==> src/hw/rtl/eeprom_shadow_cache_with_retry_macros.svh <==
// Assertion helpers for the EEPROM shadow cache.
// Both forms sample on clk and are disabled while rst_n is low.
`ifndef EEPROM_SHADOW_CACHE_WITH_RETRY_MACROS_SVH
`define EEPROM_SHADOW_CACHE_WITH_RETRY_MACROS_SVH

`ifndef SYNTHESIS

`define ESC_ASSERT(lbl, cond, msg) \
  lbl: assert property (@(posedge clk) disable iff (!rst_n) (cond)) else $error(msg);

`define ESC_ASSERT_NEXT(lbl, ante, cons, msg) \
  lbl: assert property (@(posedge clk) disable iff (!rst_n) (ante) |=> (cons)) \
    else $error(msg);

`else

`define ESC_ASSERT(lbl, cond, msg)

`define ESC_ASSERT_NEXT(lbl, ante, cons, msg)

`endif

`endif

==> src/hw/rtl/esc_pkg.sv <==
`default_nettype none

package esc_pkg;

  localparam int unsigned ADDR_W = 9;
  localparam int unsigned BYTE_W = 8;
  localparam int unsigned CFG_IDX_W = 1;

  // request types
  localparam logic [1:0] REQ_READ  = 2'd0;
  localparam logic [1:0] REQ_WRITE = 2'd1;
  localparam logic [1:0] REQ_RESP  = 2'd2;

  // completion status
  localparam logic [2:0] ST_OK         = 3'd0;
  localparam logic [2:0] ST_RANGE      = 3'd1;
  localparam logic [2:0] ST_BUSFAIL    = 3'd2;
  localparam logic [2:0] ST_BUSY       = 3'd3;
  localparam logic [2:0] ST_UNEXPECTED = 3'd4;

  // result kinds
  localparam logic KIND_DONE = 1'b0;
  localparam logic KIND_BUS  = 1'b1;

  // configuration register indexes
  localparam logic [CFG_IDX_W-1:0] CFG_RETRY_LIMIT = 1'b0;
  localparam logic [CFG_IDX_W-1:0] CFG_DEVICE      = 1'b1;

  localparam logic [7:0] RETRY_LIMIT_RST = 8'd200;
  localparam logic [7:0] DEVICE_RST      = 8'd160;

  typedef enum logic [2:0] {
    S_CLEAR = 3'b001,
    S_IDLE  = 3'b010,
    S_LOOK  = 3'b100
  } state_t;

endpackage

`default_nettype wire

==> src/hw/rtl/eeprom_shadow_cache_with_retry.sv <==
// Write-through shadow cache for a serial EEPROM with bus retry. Every accepted beat on the
// input channel (read, write or bus response) yields exactly one result beat, except request
// type 3, which is dropped. Each beat goes first through the synchronous read of the
// cache memory entry ({valid, byte}), then through the decision, write back and load of the
// output register, which waits while the output register is full and stalled; the next beat
// is taken once the result is in the output register. After reset the block sweeps all
// min(CACHE_SIZE, 512) cache memory entries to clear every valid bit, one entry a cycle, and
// holds in_stall high meanwhile; cfg writes are taken at any time. A bus request on the output
// must be answered by a response beat; requests that arrive meanwhile complete as busy.
`default_nettype none

`include "eeprom_shadow_cache_with_retry_macros.svh"

module eeprom_shadow_cache_with_retry #(
  parameter int unsigned CACHE_SIZE = 256
) (
  input  wire logic                           clk,
  input  wire logic                           rst_n,

  input  wire logic                           cfg_we,
  input  wire logic [esc_pkg::CFG_IDX_W-1:0]  cfg_index,
  input  wire logic [7:0]                     cfg_wdata,

  input  wire logic                           in_valid,
  output      logic                           in_stall,
  input  wire logic [1:0]                     in_req_type,
  input  wire logic [esc_pkg::ADDR_W-1:0]     in_address,
  input  wire logic [7:0]                     in_write_data,
  input  wire logic                           in_bus_ok,
  input  wire logic [7:0]                     in_bus_read_data,
  input  wire logic [3:0]                     in_bus_error_code,

  output      logic                           out_valid,
  input  wire logic                           out_stall,
  output      logic                           out_result_kind,
  output      logic [2:0]                     out_status,
  output      logic [7:0]                     out_read_data,
  output      logic [3:0]                     out_error_code,
  output      logic                           out_bus_is_write,
  output      logic [7:0]                     out_bus_device,
  output      logic [7:0]                     out_bus_mem_address,
  output      logic [7:0]                     out_bus_write_data
);

  // Only addresses the 9-bit field can reach need storage.
  localparam int unsigned ADDR_SPAN = 1 << esc_pkg::ADDR_W;
  localparam int unsigned DEPTH = (CACHE_SIZE < ADDR_SPAN) ? CACHE_SIZE : ADDR_SPAN;
  localparam int unsigned IDX_W = $clog2(DEPTH);
  localparam logic [IDX_W-1:0] LAST_IDX = IDX_W'(DEPTH - 1);
  localparam logic [31:0] SIZE_LIM = 32'(CACHE_SIZE);

  esc_pkg::state_t state_r, state_nxt;

  logic [7:0] retry_limit_r;
  logic [7:0] device_r;

  // cache memory: bit 8 valid, bits 7:0 data
  logic [8:0]       mem [DEPTH];
  logic [8:0]       rd_q;
  logic             mem_we;
  logic [IDX_W-1:0] mem_waddr;
  logic [8:0]       mem_wdata;
  logic             in_accept;

  logic [IDX_W-1:0] clr_idx_r, clr_idx_nxt;

  // captured beat
  logic [1:0]                  req_type_r;
  logic [esc_pkg::ADDR_W-1:0]  req_addr_r;
  logic [7:0]                  req_wdata_r;
  logic                        req_ok_r;
  logic [7:0]                  req_rdata_r;
  logic [3:0]                  req_ecode_r;

  // outstanding bus transfer
  logic             pend_r, pend_nxt;
  logic             pend_wr_r, pend_wr_nxt;
  logic [IDX_W-1:0] pend_addr_r, pend_addr_nxt;
  logic [7:0]       pend_byte_r, pend_byte_nxt;
  logic [7:0]       retries_r, retries_nxt;

  // output register
  logic       out_valid_r, out_valid_nxt;
  logic       out_load;
  logic       out_free;
  logic       kind_nxt;
  logic [2:0] status_nxt;
  logic [7:0] rdata_nxt;
  logic [3:0] ecode_nxt;
  logic       bwr_nxt;
  logic [7:0] bdev_nxt;
  logic [7:0] baddr_nxt;
  logic [7:0] bdata_nxt;

  logic       in_range;
  logic       hit;

  assign in_stall  = (state_r != esc_pkg::S_IDLE);
  assign in_accept = in_valid && !in_stall;
  assign out_free  = !out_valid_r || !out_stall;
  assign out_valid = out_valid_r;

  assign in_range = ({{(32 - esc_pkg::ADDR_W){1'b0}}, req_addr_r} < SIZE_LIM);
  assign hit      = rd_q[8];

  // configuration
  always_ff @(posedge clk) begin
    if (!rst_n) begin
      retry_limit_r <= esc_pkg::RETRY_LIMIT_RST;
      device_r      <= esc_pkg::DEVICE_RST;
    end else if (cfg_we) begin
      case (cfg_index)
        esc_pkg::CFG_RETRY_LIMIT: retry_limit_r <= cfg_wdata;
        esc_pkg::CFG_DEVICE:      device_r      <= cfg_wdata;
        default: ;
      endcase
    end
  end

  // cache memory, read data registered
  always_ff @(posedge clk) begin
    if (mem_we) begin
      mem[mem_waddr] <= mem_wdata;
    end
    if (in_accept) begin
      rd_q <= mem[in_address[IDX_W-1:0]];
    end
  end

  always_ff @(posedge clk) begin
    if (in_accept) begin
      req_type_r  <= in_req_type;
      req_addr_r  <= in_address;
      req_wdata_r <= in_write_data;
      req_ok_r    <= in_bus_ok;
      req_rdata_r <= in_bus_read_data;
      req_ecode_r <= in_bus_error_code;
    end
  end

  always_comb begin
    state_nxt     = state_r;
    clr_idx_nxt   = clr_idx_r;
    mem_we        = 1'b0;
    mem_waddr     = clr_idx_r;
    mem_wdata     = 9'd0;
    pend_nxt      = pend_r;
    pend_wr_nxt   = pend_wr_r;
    pend_addr_nxt = pend_addr_r;
    pend_byte_nxt = pend_byte_r;
    retries_nxt   = retries_r;
    out_load      = 1'b0;
    kind_nxt      = esc_pkg::KIND_DONE;
    status_nxt    = esc_pkg::ST_OK;
    rdata_nxt     = 8'd0;
    ecode_nxt     = 4'd0;
    bwr_nxt       = 1'b0;
    bdev_nxt      = 8'd0;
    baddr_nxt     = 8'd0;
    bdata_nxt     = 8'd0;

    case (state_r)
      esc_pkg::S_CLEAR: begin
        mem_we      = 1'b1;
        clr_idx_nxt = clr_idx_r + 1'b1;
        if (clr_idx_r == LAST_IDX) begin
          state_nxt = esc_pkg::S_IDLE;
        end
      end
      esc_pkg::S_IDLE: begin
        if (in_accept) begin
          state_nxt = esc_pkg::S_LOOK;
        end
      end
      esc_pkg::S_LOOK: begin
        // hold until the output register can take the result
        if (out_free) begin
          state_nxt = esc_pkg::S_IDLE;
          case (req_type_r)
            esc_pkg::REQ_READ, esc_pkg::REQ_WRITE: begin
              out_load = 1'b1;
              if (pend_r) begin
                status_nxt = esc_pkg::ST_BUSY;
              end else if (!in_range) begin
                status_nxt = esc_pkg::ST_RANGE;
              end else if (req_type_r == esc_pkg::REQ_READ && hit) begin
                rdata_nxt = rd_q[7:0];
              end else if (req_type_r == esc_pkg::REQ_WRITE && hit &&
                           rd_q[7:0] == req_wdata_r) begin
                status_nxt = esc_pkg::ST_OK;
              end else begin
                pend_nxt      = 1'b1;
                pend_wr_nxt   = (req_type_r == esc_pkg::REQ_WRITE);
                pend_addr_nxt = req_addr_r[IDX_W-1:0];
                pend_byte_nxt = (req_type_r == esc_pkg::REQ_WRITE) ? req_wdata_r : 8'd0;
                retries_nxt   = 8'd0;
                kind_nxt      = esc_pkg::KIND_BUS;
              end
            end
            esc_pkg::REQ_RESP: begin
              out_load = 1'b1;
              if (!pend_r) begin
                status_nxt = esc_pkg::ST_UNEXPECTED;
              end else if (req_ok_r) begin
                // fill the entry and mark it valid
                mem_we    = 1'b1;
                mem_waddr = pend_addr_r;
                mem_wdata = {1'b1, pend_wr_r ? pend_byte_r : req_rdata_r};
                pend_nxt  = 1'b0;
                rdata_nxt = pend_wr_r ? 8'd0 : req_rdata_r;
              end else if (retries_r < retry_limit_r) begin
                retries_nxt = 8'(retries_r + 8'd1);
                kind_nxt    = esc_pkg::KIND_BUS;
              end else begin
                pend_nxt   = 1'b0;
                status_nxt = esc_pkg::ST_BUSFAIL;
                ecode_nxt  = req_ecode_r;
              end
            end
            default: ;  // unused request type: drop
          endcase

          if (kind_nxt == esc_pkg::KIND_BUS) begin
            bwr_nxt   = pend_wr_nxt;
            bdev_nxt  = device_r;
            baddr_nxt = 8'(pend_addr_nxt);
            bdata_nxt = pend_wr_nxt ? pend_byte_nxt : 8'd0;
          end
        end
      end
      default: state_nxt = esc_pkg::S_CLEAR;
    endcase
  end

  always_comb begin
    out_valid_nxt = out_valid_r;
    if (out_load) begin
      out_valid_nxt = 1'b1;
    end else if (!out_stall) begin
      out_valid_nxt = 1'b0;
    end
  end

  always_ff @(posedge clk) begin
    if (!rst_n) begin
      state_r     <= esc_pkg::S_CLEAR;
      clr_idx_r   <= '0;
      pend_r      <= 1'b0;
      retries_r   <= 8'd0;
      out_valid_r <= 1'b0;
    end else begin
      state_r     <= state_nxt;
      clr_idx_r   <= clr_idx_nxt;
      pend_r      <= pend_nxt;
      retries_r   <= retries_nxt;
      out_valid_r <= out_valid_nxt;
    end
  end

  always_ff @(posedge clk) begin
    pend_wr_r   <= pend_wr_nxt;
    pend_addr_r <= pend_addr_nxt;
    pend_byte_r <= pend_byte_nxt;
    if (out_load) begin
      out_result_kind     <= kind_nxt;
      out_status          <= status_nxt;
      out_read_data       <= rdata_nxt;
      out_error_code      <= ecode_nxt;
      out_bus_is_write    <= bwr_nxt;
      out_bus_device      <= bdev_nxt;
      out_bus_mem_address <= baddr_nxt;
      out_bus_write_data  <= bdata_nxt;
    end
  end

  `ESC_ASSERT(a_no_rd_wr_clash, !(mem_we && in_accept), "memory write during lookup read")
  `ESC_ASSERT(a_load_from_look, !out_load || state_r == esc_pkg::S_LOOK, "result outside lookup")
  `ESC_ASSERT_NEXT(a_accept_looks, in_accept, state_r == esc_pkg::S_LOOK, "accept without lookup")
  `ESC_ASSERT_NEXT(a_bus_req_pending, out_load && kind_nxt == esc_pkg::KIND_BUS, pend_r,
    "bus request without pending transfer")

endmodule

`default_nettype wire

==> config.mk <==
export PLATFORM = sky130hd
export DESIGN_NAME = eeprom_shadow_cache_with_retry
export DESIGN_NICKNAME = d
export VERILOG_FILES = /design/src/hw/rtl/esc_pkg.sv /design/src/hw/rtl/eeprom_shadow_cache_with_retry.sv
export VERILOG_INCLUDE_DIRS = /design/src /design/src/hw/rtl
export SDC_FILE = /design/constraint.sdc
export NUM_CORES = 2
export LEC_CHECK = 0
export ABC_AREA = 1
export BUFFER_PORTS_ARGS = -buffer_cell sky130_fd_sc_hd__buf_2
export CAP_MARGIN = 20
export CORE_ASPECT_RATIO = 1.75
export CORE_UTILIZATION = 50
export CTS_BUF_LIST = sky130_fd_sc_hd__clkbuf_4
export CTS_CLUSTER_DIAMETER = 30
export DETAILED_ROUTE_END_ITERATION = 7
export PLACE_DENSITY = 0.61
export SETUP_SLACK_MARGIN = 0.4
export SLEW_MARGIN = 15
export SYNTH_ARGS = -nofsm -noshare
export SYNTH_HDL_FRONTEND = slang
export SYNTH_SLANG_ARGS = --single-unit
==> constraint.sdc <==
create_clock -name clk -period 22 [get_ports clk]
set_clock_uncertainty 0.1 [all_clocks]
set_input_delay 2.2 -clock clk [delete_from_list [all_inputs] [get_ports clk]]
set_output_delay 2.2 -clock clk [all_outputs]
set_load 0.01 [all_outputs]
==> flow_summary.ini <==
[setup_path]
worst_path_max_delay_cell = buf_4
max_stage_delay_ns = 0.90
worstPathCellList = buf_8 -> inv_8 -> buf_4 -> buf_4 -> buf_4 -> buf_4 -> nand2_1 -> nand3_1 -> nand3_1 -> nand3_1 -> nand3_1 -> nand3_1 -> nand3_1 -> nand2_1 -> nand2_1 -> nand2_1
cp.arrival_ns = 7.96
endpoint_kind = flop
cpMostUsedCell = nand3_1
rr_startpoint = state_r[2]$_SDFFE_PN0P_
cp_top_family = buffers and inverters
timing.rr.end = mem[210][3]$_DFFE_PP_
cp_max_fo = 140
worst-r2r-cell-count = 12
path_buf_inv = 6
startpoint_type = primary input
reg2reg_slack_ns = 16.69
cp.required_ns = 23.03
crit_type = in -> reg

[finish]
drive_gt1_share_pct = 12.85
synthToLayoutAreaGrowth_pct = 10.09
nets = 8594
design_area_mm2 = 0.1085

[synthesis]
syn_nets = 8395
synth_cells = 8340
syn_area_per_cell_um2 = 11.82
ys.flop_type = edfxtp_1
synth_area_mm2 = 0.09859
async_flop_share_pct = 0
synth.area.top_cells = edfxtp_1 (73%), nand3_1 (12%), nand2_1 (9.4%)
synth_edf_count = 2403
synth.top_cell.area_share_pct = 73.19
ys_seq_elements = 2440
ys_seq_area_share_pct = 73.94
yosys.area.top_type = edfxtp_1
synth_common_cells = nand2_1 (2464), edfxtp_1 (2403), nand3_1 (2295), clkbuf_1 (388), nor2_1 (327)
synth.most_common_cell = nand2_1
yosysWarningCount = 0
yosys.cell_types.count = 48

[placement]
gp_congestion = 0.9159
portBuffers = 88
dp.final_hpwl_um = 165300
place_area_mm2 = 0.1013

[clocking]
clock_sinks = 2440
hold_buffers = 0
cts_setup_buffers = 0
cts-root-buf = clkbuf_4
cts_resized = 0
cts_tree = done
insertion_delay_ns = 1.25
cts-htree-levels = 6
path_clk_slew_ns = 0.07
cts_buffers = 563
cts.path.max_buffers = 4

[worst_hold_path]
hold_start = device_r[6]$_SDFFE_PN0P_
whs_path_depth = 2
min_to = device_r[6]$_SDFFE_PN0P_
hp-class = reg -> reg

[routing]
viasPerCell = 5.810
vias = 67134
drt_wl_total_um = 292000
drtIter0Drc = 6654
wl_per_cell_um = 25.27
first_pass_iters = 8
route.detailed.drc = 0
ant_nets = 0

[floorplan]
fp.dieH_um = 589.4
die_area_mm2 = 0.1990
placement_rows = 215
initial_core_util_pct = 50.34
coreArea_mm2 = 0.1958
die_w_um = 337.7
io_pins = 89

[power]
p_leak_nw = 39.75
vdd_drop_max_mv = 0.04292
powerDensity_mw_per_mm2 = 85.35

[global_routing]
grt_pass1_vias = 65932
antenna_found_initial = 12
grt_use_total_pct = 29.20
grt_pass1_wl_um = 426500
grt_start_max_net_pins = 221
overflow = 0

[timing]
finalSetupTns_ns = 0
rsz0062_at_grt = false
holdWs_ns = 0.3574
drv_slew = 0
fmax_ghz = 0.1442
setup_violations = 0
relSlewSlack_pct = 13.84
worst_slew_pin_slew_ns = 1.292
hold_violations = 0
post-route-period-util_pct = 31.52
fin_crit_ns = 6.934

[run]
max_cap_viol_count = 0

[run_status]
status = complete, no violations
cell usage in the layout (no fill, tap or decap), types with 9 or more instances in the layout:
cell       instances
edfxtp_1        2403
or2_2             10
ha_1               9
nand2_1         2463
nand3_1         2283
buf_12            16
clkinv_1          94
nand2_2            9
buf_4             78
buf_2             83
nor2_2             9
inv_2             28
clkbuf_4         822
clkinv_2          16
dfxtp_1           37
o21ai_0           27
inv_1             68
nor2_1           323
nand3_2           13
bufinv_16         18
a21oi_1           30
logic make-up after synthesis:
| group | after synthesis | share of synthesized area (%) |
|---|---|---|
| XOR/XNOR | 9 | 0.07996 |
| buffers and inverters | 637 | 2.527 |
| adder cells (fa/ha/maj) | 9 | 0.1142 |
| AND/OR/NAND/NOR | 5142 | 22.70 |
| flip-flops | 2440 | 73.94 |
| AO/OA/AOI/OAI | 103 | 0.6321 |
state kept, by name, indices dropped and copies added (netlist names), 2 cells and up:
signal               flops
req_wdata_r              8
out_read_data            8
req_type_r               2
out_status               3
req_rdata_r              8
state_r                  3
out_bus_write_data       8
req_addr_r               9
out_bus_mem_address      8
device_r                 8
out_error_code           4
retries_r                8
retry_limit_r            8
rd_q                     9
pend_byte_r              8
clr_idx_r                8
pend_addr_r              8
mem                   2304
out_bus_device           8
req_ecode_r              4
power by group:
group / leakage (nW) / internal, W / switching [W] / total, W
registers: 24.2 / 0.00505 / 0.00000707 / 0.00506
clock network: 4.32 / 0.00192 / 0.00175 / 0.00368
logic: 11.2 / 0.000118 / 0.000414 / 0.000532
total: 39.8 / 0.00709 / 0.00217 / 0.00926
worst min-delay path, delay by kind of cell, from the launching register on:
| family | cells | cell delay (ns) |
|---|---|---|
| flip-flops | 1 | 0.30 |
| buffers and inverters | 1 | 0.06 |
| AO/OA/AOI/OAI | 1 | 0.06 |
worst max-delay path by stage:
| stage | cells after the start | to | slack, ns | start |
|---|---|---|---|---|
| final | 16 | rd_q[4]$_DFFE_PP_ | 15.07 | in_address[0] |
| after global routing | 16 | rd_q[5]$_DFFE_PP_ | 14.79 | in_address[0] |
| after CTS | 16 | rd_q[4]$_DFFE_PP_ | 15.24 | in_address[0] |
| after detailed placement | 16 | rd_q[4]$_DFFE_PP_ | 13.90 | in_address[0] |
| after global placement | 16 | rd_q[8]$_DFFE_PP_ | 13.90 | in_address[0] |
| after floorplan | 6 | mem[0][0]$_DFFE_PP_ | 10.58 | out_stall |
metrics by stage:
step	utilization (%)	setup slack, ns	total power [W]	std cells
after floorplan	-	10.58	0.005457	8340
after global placement	51.69	13.90	0.005681	10571
after detailed placement	51.70	13.90	0.005681	10575
after CTS	55.40	15.24	0.009316	11543
after global routing	55.42	14.79	0.009556	11552
final	55.42	15.07	0.009264	11554
final cells by class:
type | count | area, µm²
diodes | 8 | 20.02
well taps | 2604 | 3258
inverters | 90 | 380.4
clock inverters | 146 | 1065
multi-input cells | 5263 | 23360
clock buffers | 822 | 6171
fillers | 16624 | 87300
repair buffers | 181 | 1378
flip-flops and latches | 2440 | 72900
routing by layer:
layer / GRT usage (%) / wire (µm)
met1: 33.57 / 102900
met2: 49.76 / 147500
met3: 5.038 / 21050
met4: 19.49 / 20440
met5: 0 / 53
Note: power is estimated with default switching activity, not from simulation.
